--- src/rtl/pre_pkg.sv ---
// Types and constants shared across the pulse rate estimator.
package pre_pkg;

	localparam int IR_W       = 18;
	localparam int TIME_W     = 32;
	localparam int BPM_W      = 16;
	localparam int LIMIT_W    = 8;
	localparam int WEIGHT_W   = 9;
	localparam int CFG_IDX_W  = 4;
	localparam int CFG_DATA_W = 18;

	localparam logic [CFG_IDX_W-1:0] REG_FINGER_THRESHOLD  = 4'd0;
	localparam logic [CFG_IDX_W-1:0] REG_ABNORMAL_HIGH_BPM = 4'd1;
	localparam logic [CFG_IDX_W-1:0] REG_ABNORMAL_LOW_BPM  = 4'd2;
	localparam logic [CFG_IDX_W-1:0] REG_EMA_WEIGHT        = 4'd3;

	localparam logic [IR_W-1:0]     RST_FINGER_THRESHOLD  = 18'd50000;
	localparam logic [LIMIT_W-1:0]  RST_ABNORMAL_HIGH_BPM = 8'd120;
	localparam logic [LIMIT_W-1:0]  RST_ABNORMAL_LOW_BPM  = 8'd50;
	localparam logic [WEIGHT_W-1:0] RST_EMA_WEIGHT        = 9'd90;

	// serial divider: quotient always fits QUO_W bits for both uses
	localparam int DIV_W = 24;
	localparam int DVS_W = 12;
	localparam int QUO_W = 16;

	localparam int DELTA_W = 12;
	localparam logic [DIV_W-1:0]   BPM_NUM_Q8   = 24'd15360000;
	localparam logic [DELTA_W-1:0] MIN_INTERVAL = 12'd350;
	localparam logic [DELTA_W-1:0] MAX_INTERVAL = 12'd2500;

	localparam logic [BPM_W-1:0] WARM_LO  = 16'd10240;
	localparam logic [BPM_W-1:0] WARM_HI  = 16'd51200;
	localparam logic [BPM_W-1:0] TRUST_LO = 16'd14080;
	localparam logic [BPM_W-1:0] TRUST_HI = 16'd30720;
	localparam logic [BPM_W-1:0] FLOOR_Q8 = 16'd5120;
	localparam logic [BPM_W-1:0] CEIL_Q8  = 16'd65280;

	localparam int WARM_COUNT    = 5;
	localparam int OUTLIER_COUNT = 3;

	localparam int PROD_W = WEIGHT_W + BPM_W;
	localparam logic [WEIGHT_W-1:0] OUTLIER_SCALE = 9'd100;
	localparam logic [WEIGHT_W-1:0] OUTLIER_LO    = 9'd55;
	localparam logic [WEIGHT_W-1:0] OUTLIER_HI    = 9'd145;
	localparam logic [WEIGHT_W-1:0] EMA_ONE       = 9'd256;
	localparam logic [PROD_W:0]     EMA_ROUND     = 26'd128;

	typedef struct packed {
		logic [IR_W-1:0]     finger_threshold;
		logic [LIMIT_W-1:0]  abnormal_high_bpm;
		logic [LIMIT_W-1:0]  abnormal_low_bpm;
		logic [WEIGHT_W-1:0] ema_weight;
	} pre_cfg_t;

	typedef struct packed {
		logic [IR_W-1:0]   ir_level;
		logic              beat_seen;
		logic [TIME_W-1:0] time_ms;
		logic              last_of_pass;
	} pre_sample_t;

	typedef struct packed {
		logic [BPM_W-1:0] bpm_average;
		logic             finger_present;
		logic             rate_abnormal;
	} pre_result_t;

endpackage

--- src/rtl/pre_div.sv ---
// Restoring serial divider, one quotient bit per cycle.
module pre_div (
	input  logic                        clk,
	input  logic                        arst_n,
	input  logic                        start,
	input  logic [pre_pkg::DIV_W-1:0]   dividend,
	input  logic [pre_pkg::DVS_W-1:0]   divisor,
	output logic                        done,
	output logic [pre_pkg::QUO_W-1:0]   quotient
);
	import pre_pkg::*;

	localparam int CNT_W = $clog2(QUO_W);

	logic             run_q;
	logic             done_q;
	logic [CNT_W-1:0] cnt_q;
	logic [DVS_W-1:0] rem_q;
	logic [DVS_W-1:0] dvs_q;
	logic [QUO_W-1:0] num_q;
	logic [QUO_W-1:0] quo_q;
	logic [DVS_W:0]   trial;
	logic             ge;

	assign trial = {rem_q, num_q[QUO_W-1]};
	assign ge    = trial >= {1'b0, dvs_q};

	always_ff @(posedge clk or negedge arst_n) begin
		if (!arst_n) begin
			run_q  <= 1'b0;
			done_q <= 1'b0;
			cnt_q  <= '0;
		end else begin
			done_q <= 1'b0;
			if (start) begin
				run_q <= 1'b1;
				cnt_q <= CNT_W'(QUO_W - 1);
			end else if (run_q) begin
				if (cnt_q == '0) begin
					run_q  <= 1'b0;
					done_q <= 1'b1;
				end else begin
					cnt_q <= cnt_q - 1'b1;
				end
			end
		end
	end

	always_ff @(posedge clk) begin
		if (start) begin
			rem_q <= {{(DVS_W - (DIV_W - QUO_W)){1'b0}}, dividend[DIV_W-1:QUO_W]};
			num_q <= dividend[QUO_W-1:0];
			dvs_q <= divisor;
		end else if (run_q) begin
			rem_q <= ge ? DVS_W'(trial - {1'b0, dvs_q}) : trial[DVS_W-1:0];
			num_q <= {num_q[QUO_W-2:0], 1'b0};
			quo_q <= {quo_q[QUO_W-2:0], ge};
		end
	end

	assign done     = done_q;
	assign quotient = quo_q;

endmodule

--- src/rtl/pre_core.sv ---
// Sequencer, rate window and smoothing datapath around the shared divider and multiplier.
module pre_core #(
	parameter int WINDOW_SIZE = 10
) (
	input  logic                  clk,
	input  logic                  arst_n,
	input  pre_pkg::pre_cfg_t     cfg,
	input  logic                  sample_valid,
	input  pre_pkg::pre_sample_t  sample,
	output logic                  busy,
	output logic                  res_ready,
	input  logic                  res_free,
	output pre_pkg::pre_result_t  res
);
	import pre_pkg::*;

	localparam int CNT_W  = $clog2(WINDOW_SIZE + 1);
	localparam int SLOT_W = $clog2(WINDOW_SIZE);
	localparam int SUM_W  = BPM_W + CNT_W;

	localparam logic [3:0] S_IDLE   = 4'd0;
	localparam logic [3:0] S_BSTART = 4'd1;
	localparam logic [3:0] S_DIVB   = 4'd2;
	localparam logic [3:0] S_CHK    = 4'd3;
	localparam logic [3:0] S_MA     = 4'd4;
	localparam logic [3:0] S_MB     = 4'd5;
	localparam logic [3:0] S_MC     = 4'd6;
	localparam logic [3:0] S_UPD    = 4'd7;
	localparam logic [3:0] S_MSTART = 4'd8;
	localparam logic [3:0] S_DIVM   = 4'd9;
	localparam logic [3:0] S_E1     = 4'd10;
	localparam logic [3:0] S_E2     = 4'd11;
	localparam logic [3:0] S_FIN    = 4'd12;

	logic [3:0]         state_q;
	logic [SLOT_W-1:0]  slot_q;
	logic [CNT_W-1:0]   count_q;
	logic [SUM_W-1:0]   sum_q;
	logic [TIME_W-1:0]  last_q;
	logic               armed_q;
	logic [BPM_W-1:0]   smooth_q;
	logic [BPM_W-1:0]   mean_q;
	logic               finger_q;
	logic               strong_pass_q;
	logic [DELTA_W-1:0] delta_q;
	logic [BPM_W-1:0]   bpm_q;
	logic [PROD_W-1:0]  p_q;
	logic [BPM_W-1:0]   ring_q [WINDOW_SIZE];

	logic               fire;
	logic               above_thr;
	logic               armed_eff;
	logic [TIME_W-1:0]  last_eff;
	logic [TIME_W-1:0]  delta;
	logic               delta_ok;
	logic [BPM_W-1:0]   band_lo;
	logic [BPM_W-1:0]   band_hi;
	logic [WEIGHT_W-1:0] w;
	logic [WEIGHT_W-1:0] mul_a;
	logic [BPM_W-1:0]   mul_b;
	logic [PROD_W-1:0]  prod;
	logic [PROD_W:0]    ema_sum;
	logic [BPM_W-1:0]   old_entry;
	logic               div_start;
	logic [DIV_W-1:0]   div_dividend;
	logic [DVS_W-1:0]   div_divisor;
	logic               div_done;
	logic [QUO_W-1:0]   div_quo;

	assign fire      = sample_valid && (state_q == S_IDLE);
	assign busy      = state_q != S_IDLE;
	assign res_ready = state_q == S_FIN;

	always_comb begin
		above_thr = sample.ir_level > cfg.finger_threshold;
		armed_eff = finger_q && armed_q;
		last_eff  = finger_q ? last_q : '0;
		delta     = sample.time_ms - last_eff;
		delta_ok  = (delta >= TIME_W'(MIN_INTERVAL)) && (delta <= TIME_W'(MAX_INTERVAL));
		band_lo   = (count_q < CNT_W'(WARM_COUNT)) ? WARM_LO : TRUST_LO;
		band_hi   = (count_q < CNT_W'(WARM_COUNT)) ? WARM_HI : TRUST_HI;
		w         = (cfg.ema_weight > EMA_ONE) ? EMA_ONE : cfg.ema_weight;
		old_entry = (count_q == CNT_W'(WINDOW_SIZE)) ? ring_q[slot_q] : '0;
	end

	// shared multiplier
	always_comb begin
		unique case (state_q)
			S_MA: begin
				mul_a = OUTLIER_SCALE;
				mul_b = bpm_q;
			end
			S_MB: begin
				mul_a = OUTLIER_LO;
				mul_b = mean_q;
			end
			S_MC: begin
				mul_a = OUTLIER_HI;
				mul_b = mean_q;
			end
			S_E1: begin
				mul_a = w;
				mul_b = mean_q;
			end
			S_E2: begin
				mul_a = EMA_ONE - w;
				mul_b = smooth_q;
			end
			default: begin
				mul_a = '0;
				mul_b = '0;
			end
		endcase
		prod    = PROD_W'(mul_a) * PROD_W'(mul_b);
		ema_sum = {1'b0, p_q} + {1'b0, prod} + EMA_ROUND;
	end

	always_comb begin
		div_start = (state_q == S_BSTART) || (state_q == S_MSTART);
		if (state_q == S_BSTART) begin
			div_dividend = BPM_NUM_Q8 + DIV_W'(delta_q >> 1);
			div_divisor  = DVS_W'(delta_q);
		end else begin
			div_dividend = DIV_W'(sum_q) + DIV_W'(count_q >> 1);
			div_divisor  = DVS_W'(count_q);
		end
	end

	pre_div u_div (
		.clk      (clk),
		.arst_n   (arst_n),
		.start    (div_start),
		.dividend (div_dividend),
		.divisor  (div_divisor),
		.done     (div_done),
		.quotient (div_quo)
	);

	always_ff @(posedge clk or negedge arst_n) begin
		if (!arst_n) begin
			state_q       <= S_IDLE;
			slot_q        <= '0;
			count_q       <= '0;
			sum_q         <= '0;
			last_q        <= '0;
			armed_q       <= 1'b0;
			smooth_q      <= '0;
			mean_q        <= '0;
			finger_q      <= 1'b0;
			strong_pass_q <= 1'b0;
		end else begin
			unique case (state_q)
				S_IDLE: begin
					if (fire) begin
						state_q <= S_FIN;
						if (above_thr) begin
							strong_pass_q <= 1'b1;
							if (!finger_q) begin
								slot_q   <= '0;
								count_q  <= '0;
								sum_q    <= '0;
								last_q   <= '0;
								armed_q  <= 1'b0;
								smooth_q <= '0;
								mean_q   <= '0;
								finger_q <= 1'b1;
							end
							if (sample.beat_seen) begin
								last_q  <= sample.time_ms;
								armed_q <= 1'b1;
								if (armed_eff && delta_ok) begin
									state_q <= S_BSTART;
								end
							end
						end
						if (sample.last_of_pass) begin
							if (!(strong_pass_q || above_thr)) begin
								slot_q   <= '0;
								count_q  <= '0;
								sum_q    <= '0;
								last_q   <= '0;
								armed_q  <= 1'b0;
								smooth_q <= '0;
								mean_q   <= '0;
								finger_q <= 1'b0;
							end
							strong_pass_q <= 1'b0;
						end
					end
				end
				S_BSTART: state_q <= S_DIVB;
				S_DIVB: begin
					if (div_done) begin
						state_q <= S_CHK;
					end
				end
				S_CHK: begin
					priority if (bpm_q < FLOOR_Q8 || bpm_q > CEIL_Q8) begin
						state_q <= S_FIN;
					end else if (bpm_q >= band_lo && bpm_q <= band_hi) begin
						state_q <= S_UPD;
					end else if (count_q >= CNT_W'(OUTLIER_COUNT) && mean_q != '0) begin
						state_q <= S_MA;
					end else begin
						state_q <= S_FIN;
					end
				end
				S_MA: state_q <= S_MB;
				S_MB: state_q <= (p_q < prod) ? S_FIN : S_MC;
				S_MC: state_q <= (p_q > prod) ? S_FIN : S_UPD;
				S_UPD: begin
					sum_q   <= sum_q - SUM_W'(old_entry) + SUM_W'(bpm_q);
					slot_q  <= (slot_q == SLOT_W'(WINDOW_SIZE - 1)) ? '0 : slot_q + 1'b1;
					if (count_q != CNT_W'(WINDOW_SIZE)) begin
						count_q <= count_q + 1'b1;
					end
					state_q <= S_MSTART;
				end
				S_MSTART: state_q <= S_DIVM;
				S_DIVM: begin
					if (div_done) begin
						mean_q <= div_quo;
						priority if (div_quo == '0) begin
							state_q <= S_FIN;
						end else if (smooth_q == '0) begin
							smooth_q <= div_quo;
							state_q  <= S_FIN;
						end else begin
							state_q <= S_E1;
						end
					end
				end
				S_E1: state_q <= S_E2;
				S_E2: begin
					smooth_q <= ema_sum[BPM_W+7:8];
					state_q  <= S_FIN;
				end
				S_FIN: begin
					if (res_free) begin
						state_q <= S_IDLE;
					end
				end
				default: state_q <= S_IDLE;
			endcase
		end
	end

	always_ff @(posedge clk) begin
		if (fire) begin
			delta_q <= delta[DELTA_W-1:0];
		end
		if (state_q == S_DIVB && div_done) begin
			bpm_q <= div_quo;
		end
		if (state_q == S_MA || state_q == S_E1) begin
			p_q <= prod;
		end
		if (state_q == S_UPD) begin
			ring_q[slot_q] <= bpm_q;
		end
	end

	always_comb begin
		res.bpm_average    = smooth_q;
		res.finger_present = finger_q;
		res.rate_abnormal  = finger_q && (smooth_q != '0) &&
			((smooth_q > {cfg.abnormal_high_bpm, 8'h00}) ||
			 (smooth_q < {cfg.abnormal_low_bpm, 8'h00}));
	end

	a_count_bound: assert property (@(posedge clk) disable iff (!arst_n)
		count_q <= CNT_W'(WINDOW_SIZE))
		else $error("window count beyond depth");

	a_no_finger_clear: assert property (@(posedge clk) disable iff (!arst_n)
		!finger_q |-> (count_q == '0 && smooth_q == '0 && !armed_q))
		else $error("estimator not cleared without finger");

	a_empty_window: assert property (@(posedge clk) disable iff (!arst_n)
		count_q == '0 |-> (sum_q == '0 && mean_q == '0))
		else $error("empty window with nonzero sum or mean");

	a_accept_busy: assert property (@(posedge clk) disable iff (!arst_n)
		fire |=> busy)
		else $error("item accepted but sequencer stayed idle");

endmodule

--- src/rtl/pulse_rate_estimator.sv ---
// Pulse rate estimator top level: configuration registers, core and result register.
//
// One IR sample per item. An item that carries no timed beat goes from the
// accept cycle straight to the result state, which loads the result register
// once that register is free. A beat whose interval falls in the 350 to 2500
// ms range makes one 16-step pass through the shared serial divider (beat BPM)
// when the window turns it away and a second one (window mean) when it is
// taken, plus up to five steps of the shared 9x16 multiplier for the outlier
// test and the EMA. sample_stall is high while an item is in work; a
// finished result waits in the output register while the next item is taken.
// The rate window holds WINDOW_SIZE entries. Configuration writes are taken
// at any time (cfg_ready is always high) and belong only in idle periods.
module pulse_rate_estimator #(
	parameter int WINDOW_SIZE = 10
) (
	input  logic                            clk,
	input  logic                            arst_n,
	input  logic                            sample_valid,
	output logic                            sample_stall,
	input  logic [pre_pkg::IR_W-1:0]        ir_level,
	input  logic                            beat_seen,
	input  logic [pre_pkg::TIME_W-1:0]      time_ms,
	input  logic                            last_of_pass,
	output logic                            result_valid,
	input  logic                            result_stall,
	output logic [pre_pkg::BPM_W-1:0]       bpm_average,
	output logic                            finger_present,
	output logic                            rate_abnormal,
	input  logic                            cfg_valid,
	output logic                            cfg_ready,
	input  logic [pre_pkg::CFG_IDX_W-1:0]   cfg_index,
	input  logic [pre_pkg::CFG_DATA_W-1:0]  cfg_data
);
	import pre_pkg::*;

	pre_cfg_t    cfg_q;
	pre_sample_t sample;
	pre_result_t res;
	pre_result_t res_q;
	logic        result_valid_q;
	logic        busy;
	logic        res_ready;
	logic        res_free;

	assign cfg_ready = 1'b1;

	always_ff @(posedge clk or negedge arst_n) begin
		if (!arst_n) begin
			cfg_q.finger_threshold  <= RST_FINGER_THRESHOLD;
			cfg_q.abnormal_high_bpm <= RST_ABNORMAL_HIGH_BPM;
			cfg_q.abnormal_low_bpm  <= RST_ABNORMAL_LOW_BPM;
			cfg_q.ema_weight        <= RST_EMA_WEIGHT;
		end else if (cfg_valid && cfg_ready) begin
			unique case (cfg_index)
				REG_FINGER_THRESHOLD:  cfg_q.finger_threshold  <= cfg_data[IR_W-1:0];
				REG_ABNORMAL_HIGH_BPM: cfg_q.abnormal_high_bpm <= cfg_data[LIMIT_W-1:0];
				REG_ABNORMAL_LOW_BPM:  cfg_q.abnormal_low_bpm  <= cfg_data[LIMIT_W-1:0];
				REG_EMA_WEIGHT:        cfg_q.ema_weight        <= cfg_data[WEIGHT_W-1:0];
				default: ;
			endcase
		end
	end

	always_comb begin
		sample.ir_level     = ir_level;
		sample.beat_seen    = beat_seen;
		sample.time_ms      = time_ms;
		sample.last_of_pass = last_of_pass;
	end

	assign res_free = !result_valid_q || !result_stall;

	pre_core #(
		.WINDOW_SIZE (WINDOW_SIZE)
	) u_core (
		.clk          (clk),
		.arst_n       (arst_n),
		.cfg          (cfg_q),
		.sample_valid (sample_valid),
		.sample       (sample),
		.busy         (busy),
		.res_ready    (res_ready),
		.res_free     (res_free),
		.res          (res)
	);

	always_ff @(posedge clk or negedge arst_n) begin
		if (!arst_n) begin
			result_valid_q <= 1'b0;
		end else if (res_ready && res_free) begin
			result_valid_q <= 1'b1;
		end else if (!result_stall) begin
			result_valid_q <= 1'b0;
		end
	end

	always_ff @(posedge clk) begin
		if (res_ready && res_free) begin
			res_q <= res;
		end
	end

	assign sample_stall   = busy;
	assign result_valid   = result_valid_q;
	assign bpm_average    = res_q.bpm_average;
	assign finger_present = res_q.finger_present;
	assign rate_abnormal  = res_q.rate_abnormal;

endmodule

--- config.mk ---
export PLATFORM = sky130hd
export DESIGN_NAME = pulse_rate_estimator
export DESIGN_NICKNAME = d
export VERILOG_FILES = /design/src/rtl/pre_pkg.sv /design/src/rtl/pre_div.sv /design/src/rtl/pre_core.sv /design/src/rtl/pulse_rate_estimator.sv
export SDC_FILE = /design/constraint.sdc
export NUM_CORES = 1
export LEC_CHECK = 0
export BUFFER_PORTS_ARGS = -buffer_cell sky130_fd_sc_hd__buf_4
export CAP_MARGIN = 30
export CORE_MARGIN = 4
export CORE_UTILIZATION = 45
export DETAILED_ROUTE_END_ITERATION = 8
export SKIP_LAST_GASP = 1
export SLEW_MARGIN = 15
export SYNTH_ARGS = -nofsm -noshare
export SYNTH_HDL_FRONTEND = slang
export SYNTH_SLANG_ARGS = --single-unit
export TNS_END_PERCENT = 100
--- constraint.sdc ---
create_clock -name clk -period 9.2 [get_ports clk]
set_input_delay 0.46 -clock clk [delete_from_list [all_inputs] [get_ports clk]]
set_output_delay 0.46 -clock clk [all_outputs]
set_load 0.005 [all_outputs]
==> results.cfg, run 1 <==
[setup_path]
worstPathMaxFanout = 15
slowest_delay_ns = 0.54
worstPathRequired_ns = 9.75
cp-end-kind = flop
ff2ff_path_depth = 38
regToRegStartpoint = cfg_q[1]$_DFFE_PN1P_
r2r_setup_slack_ns = 0.46
startpoint_type = flop
critical-path-slowest-cell = dfstp_2
worstPathArrival_ns = 9.29
reg2reg_to = u_core.state_q[1]$_DFFE_PN0P_
critPathKind = reg2reg

[min_path]
hold_class = in2reg
holdPathStages = 3
holdPathEnd = cfg_q[36]$_DFFE_PN0P_
min-delay-start = cfg_data[11]

[synthesis]
synth-seq-area-share = 0.4205
synth_area_leaders = edfxtp_1 (29%), dfrtp_1 (11%), ha_1 (9.7%)
synthCells = 2870
synth_edf_count = 283
yosys.area.top_type_share = 0.2899
ys_top_cells_by_count = inv_1 (325), nand2_1 (300), edfxtp_1 (283)
post-synth-top-area-cell = edfxtp_1
synth_area_um2 = 29320
yosysWarnings = 0
synth-seq-cells = 436
syn_area_per_cell_um2 = 10.21
synthArstFlopShare = 0.3417
synth_cell_types = 95
synth_ff_type = edfxtp_1
syn_nets = 3294
yosysMostFrequentCell = inv_1

[drt]
drt_iter0_markers = 1606
drtPass1Iterations = 6
vias_per_cell = 5.595
drc = 0
wl_um = 77680
routedWlPerCell_um = 19.96
drtAntennaViolNets = 0
vias = 21770

[placement]
finalWeightedCongestion = 0.8816
dp.cells = 3789
dp_slack_ns = 0.01607
postPlaceCellArea_um2 = 31270
port_buffers = 98
dp_hpwl_um = 57360

[timing]
fmax_mhz = 114.4
setup_ws_ns = 0.4595
period_share = 0.9501
worstMarginPinSlew_ns = 0.9777
clock_skew_ns = 0.03085
hold_viol = 0
setup_viol = 0
finalMaxSlewViolations = 0
slew_headroom = 0.3458
fin_setup_tns_ns = 0
final.min_clock_period_ns = 8.740

[cells_and_area]
num_antenna_cells = 0
fillers = 5849
drive_gt1_frac = 0.1255
synthToLayoutAreaGrowth_pct = 13.48
final_cell_area_um2 = 33270
nets = 3418
finalNonFillerCells = 3891
multi_input_area_um2 = 15330
ff_latch_area_um2 = 12330

[global_routing]
grt_pass1_wl_um = 124200
grt_pass1_vias = 21960
antenna_found_initial = 0
grt_usage = 0.2220
grt_max_degree = 80
gr-total-overflow = 0

[floorplan]
start_util = 0.4548
die_x_um = 263.2
die_y_um = 263.2
rows = 93
core_um2 = 64460
die_area_um2 = 69300
pin_count = 100

[cts]
clk_latency_ns = 0.63
cts_buffers = 50
cts_max_level = 2
cts-root-buf = clkbuf_16
cts.sinks = 436
tritoncts = built
clockBufferDepth = 3
path_clk_slew_ns = 0.07

[job]
maxCapViolCount = 0

[power_and_ir_drop]
peakVddDrop_mv = 0.1683
powerDensity_nw_per_um2 = 279.5
leakagePower_nw = 14.07

[run_status]
outcome = completed
-- layout by cell type (no fill, tap or decap), types with 48 or more instances in the layout --
cell type	n
nand3_1	56
buf_4	173
nor2_1	223
fa_1	118
nor3_1	48
inv_1	325
edfxtp_1	283
clkbuf_16	51
o21ai_0	182
dfrtp_1	131
a21oi_1	136
xnor2_1	61
nand2_1	300
nand2b_1	55
ha_1	227
-- where the power goes --
group,internal (mW),leakage [nW],switching (mW)
Combinational,1.59,8.63,2.45
Sequential,2.64,4.55,0.398
Clock,1.33,0.888,0.883
Total,5.56,14.1,3.74
-- per-layer routing --
metal | global-route usage | routed length [µm] | vias up
met5 | 0 | 0 | -
met4 | 0.04263 | 1328 | 0
met3 | 0.03374 | 3954 | 87
met2 | 0.3581 | 35810 | 537
met1 | 0.3226 | 36590 | 10830
li1 | - | - | 10320
-- repair_timing --
action                                  4_1_cts  5_1_grt
pin swaps                                     0        3
hold buffers                                  1        0
setup buffers                                 0        2
cloned                                        0        0
endpoints found under the hold margin        78        0
endpoints found under the setup margin        1        5
resized for setup                             1        7
-- logic make-up after synthesis --
group,Yosys count,share of synthesized area
AND/OR/NAND/NOR,869,0.1382
multiplexers,80,0.04178
AO/OA/AOI/OAI,602,0.1326
other,1,0.0001279
buffers and inverters,438,0.05945
XOR/XNOR,99,0.02983
flip-flops,436,0.4205
adder cells (fa/ha/maj),345,0.1775
-- flip-flops by register name (all words and copies together) (netlist names), 4 cells and up --
signal	flops
u_core.mean_q	16
u_core.smooth_q	16
u_core.delta_q	12
u_core.u_div.dvs_q	12
u_core.bpm_q	16
u_core.p_q	25
u_core.state_q	4
u_core.u_div.cnt_q	4
u_core.count_q	4
u_core.u_div.quotient	16
u_core.u_div.num_q	16
cfg_q	43
u_core.ring_q	160
u_core.sum_q	20
u_core.slot_q	4
bpm_average	16
u_core.last_q	32
u_core.u_div.rem_q	12
-- worst max-delay path by stage --
stage / start / endpoint / slack (ns) / cells past startpoint
floorplan: u_core.state_q[1]$_DFFE_PN0P_ / u_core.state_q[1]$_DFFE_PN0P_ / 0.86 / 33
global placement: cfg_q[0]$_DFFE_PN0P_ / u_core.state_q[1]$_DFFE_PN0P_ / 0.09 / 29
detailed placement: cfg_q[0]$_DFFE_PN0P_ / u_core.state_q[1]$_DFFE_PN0P_ / 0.02 / 29
CTS: u_core.state_q[1]$_DFFE_PN0P_ / u_core.state_q[1]$_DFFE_PN0P_ / 0.07 / 31
global route: cfg_q[1]$_DFFE_PN1P_ / u_core.state_q[1]$_DFFE_PN0P_ / -0.02 / 38
finish: cfg_q[1]$_DFFE_PN1P_ / u_core.state_q[1]$_DFFE_PN0P_ / 0.46 / 38
-- stage by stage --
stage	utilization	hold slack, ns	total power [mW]
floorplan	-	0.1644	5.821
global placement	0.4843	0.4474	6.968
detailed placement	0.4851	0.4706	7.063
CTS	0.5140	0.003106	9.326
global route	0.5161	0.03002	9.957
finish	0.5161	0.04782	9.297
-- critical path: cells and delay by family, from the launching register on --
kind,cells,cell delay [ns]
compound gates,17,3.62
xor+xnor,1,0.17
fa+ha+maj,7,2.89
buf+inv,6,0.68
flops,1,0.54
simple gates,7,0.79
-- layout make-up --
cell class,count,area share
inverters,326,0.03678
well taps,855,0.03216
repair buffers,184,0.04419
flip-flops and latches,436,0.3707
clock buffers,66,0.04152
multi-input cells,1996,0.4608
clock inverters,28,0.01388
Power figures use the tool's default switching activity.
==> run 2: changes to the inputs <==
--- a/config.mk
+++ b/config.mk
@@ -10,6 +10,7 @@
 export CORE_MARGIN = 4
 export CORE_UTILIZATION = 45
 export DETAILED_ROUTE_END_ITERATION = 8
+export RECOVER_POWER = 100
 export SKIP_LAST_GASP = 1
 export SLEW_MARGIN = 15
 export SYNTH_ARGS = -nofsm -noshare
==> constraint.sdc (replaced) <==
create_clock -name clk -period 9.2 [get_ports clk]
set_input_delay 0 -clock clk [delete_from_list [all_inputs] [get_ports clk]]
set_output_delay 0 -clock clk [all_outputs]
set_load 0.005 [all_outputs]
==> run 2 against run 1 <==
Net effect:
- the flow now finishes with violations (hold timing, capacitance limit, slew limit)
- sequential power hardly changed
- flip-flop and latch count stayed put
- combinational power hardly changed
- highest routed layer unchanged
- critical path type unchanged
- clock power hardly changed
- maximum frequency hardly changed
- setup slack worse by 0.0010 ns
- global-route usage is 0.40 points higher
==> results.cfg, run 2 (synthesis results as in run 1) <==
[run_status]
outcome = finished with violations
violations = hold timing, capacitance limit, slew limit

[cells_and_area]
finalNonFillerCells = 3992
drive_gt1_frac = 0.1004
fillers = 5808
largest_reg_flops = 160
final_cell_area_um2 = 33920
reg.largest.list = u_core.ring_q (160), cfg_q (43), u_core.last_q (32)
nets = 3518
synthToLayoutAreaGrowth_pct = 15.68
top_register = u_core.ring_q
final_common_cell = inv_1
layout_common_cells = inv_1 (325), nand2_1 (300), edfxtp_1 (283)

[setup_path]
worstPathMaxFanout = 15
startpoint_type = flop
cpMostUsedCell = fa_1
worstPathArrival_ns = 9.30
slowest_delay_ns = 0.54
critical-path-slowest-cell = dfstp_2
worstPathRequired_ns = 9.76
critPathKind = reg2reg
cp-end-kind = flop

[cts]
tritoncts = built
clockBufferDepth = 3
cts_buffers = 50
cts_max_level = 2
clk_latency_ns = 0.63
cts.sinks = 436
path_clk_slew_ns = 0.07
cts-root-buf = clkbuf_16

[placement]
finalWeightedCongestion = 0.8816
dp_slack_ns = 0.01607
postPlaceCellArea_um2 = 31270
port_buffers = 98
dp_hpwl_um = 57360
dp.cells = 3789

[global_routing]
grt_max_degree = 80
gr-total-overflow = 0
grt_pass1_wl_um = 126700
grt_pass1_vias = 22620
antenna_found_initial = 2
grt_usage = 0.2259

[power_and_ir_drop]
power_mw = 9.307
peakVddDrop_mv = 0.1686
leakagePower_nw = 14.19
powerDensity_nw_per_um2 = 274.4

[drt]
vias_per_cell = 5.557
drtAntennaViolNets = 0
drt_iter0_markers = 1675
drc = 0
routedWlPerCell_um = 19.76
drtPass1Iterations = 7
vias = 22190
wl_um = 78900

[floorplan]
core_um2 = 64460
rows = 93
die_x_um = 263.2
start_util = 0.4548
die_area_um2 = 69300
pin_count = 100
die_y_um = 263.2

[timing]
hold_viol = 1
setup_ws_ns = 0.4585
whs_ns = -0.01550
fin_setup_tns_ns = 0
fmax_mhz = 114.4
setup_viol = 0
finalMaxSlewViolations = 281
slew_headroom = -2.300
final.min_clock_period_ns = 8.742
clock_skew_ns = 0.03450
period_share = 0.9502
worstMarginPinSlew_ns = 4.950

[job]
maxCapViolCount = 6

[min_path]
hold_class = in2reg
-- run 2: cell count changes in the layout (fill, tap and decap cells not counted), sizes merged --
cell | previous run | this run
clkbuf | 67 | 133
dlygate4sd3 | 1 | 100
buf | 182 | 117
diode | 0 | 1
-- run 2: path summary, 6_finish.rpt --
path	from	end	slack, ns	depth (start not counted)
setup / recovery	cfg_q[1]$_DFFE_PN1P_	u_core.state_q[1]$_DFFE_PN0P_	0.46	35
min in group asynchronous	arst_n	u_core.last_q[5]$_DFFE_PN0P_	1.75	2
hold / removal	cfg_valid	cfg_q[14]$_DFFE_PN1P_	-0.02	6
max in group asynchronous	arst_n	cfg_q[11]$_DFFE_PN0P_	2.02	4
setup reg to reg	cfg_q[1]$_DFFE_PN1P_	u_core.state_q[1]$_DFFE_PN0P_	0.46	35
hold reg to reg	u_core.u_div.rem_q[11]$_SDFFE_PN0P_	u_core.u_div.rem_q[11]$_SDFFE_PN0P_	0.47	2
-- run 2: critical path: cells and delay by family, from the launching register on --
kind,cells,cell delay (ns)
AOI/OAI and AO/OA,14,3.55
xor gates and xnor gates,1,0.17
adders and majority gates,7,2.90
buffers and inverters,5,0.61
DFF,1,0.54
and+or+nand+nor,8,0.89
-- run 2: final cells by class --
cell class	instances	area (µm²)	share of cell area
clock buffer	66	1381	0.04073
inverter	326	1224	0.03608
sequential	436	12330	0.3635
tap	855	1070	0.03154
clock inverter	28	461.7	0.01361
antenna	1	2.502	0.00007378
timing repair buffer	284	2183	0.06438
multi-input combinational	1996	15260	0.4501
-- run 2: metrics by stage --
| step | hold WS [ns] | utilization |
|---|---|---|
| after detailed placement | 0.1457 | 0.4851 |
| after global routing | 0.02391 | 0.5261 |
| after CTS | 0.001416 | 0.5293 |
| final | -0.01550 | 0.5261 |
| after global placement | 0.1305 | 0.4843 |
| after floorplan | -0.2956 | - |
-- run 2: where the power goes --
group	switching (mW)	internal, mW	leakage [nW]
Combinational	2.45	1.60	8.75
Sequential	0.396	2.65	4.55
Clock	0.883	1.33	0.888
Total	3.73	5.57	14.2
-- run 2: metal layers --
metal,track usage,vias up,wire (µm)
li1,-,10510,-
met1,0.3256,11100,37150
met2,0.3681,494,36600
met3,0.03364,82,3721
met4,0.04363,0,1430
met5,0,-,0
-- run 2: what timing repair did --
action / CTS / global route
buffers inserted: 0 / 2
setup endpoints to repair: 1 / 5
endpoints found under the hold margin: 182 / 0
gates resized for setup: 1 / 7
hold buffers: 100 / 0
pin swaps: 0 / 3
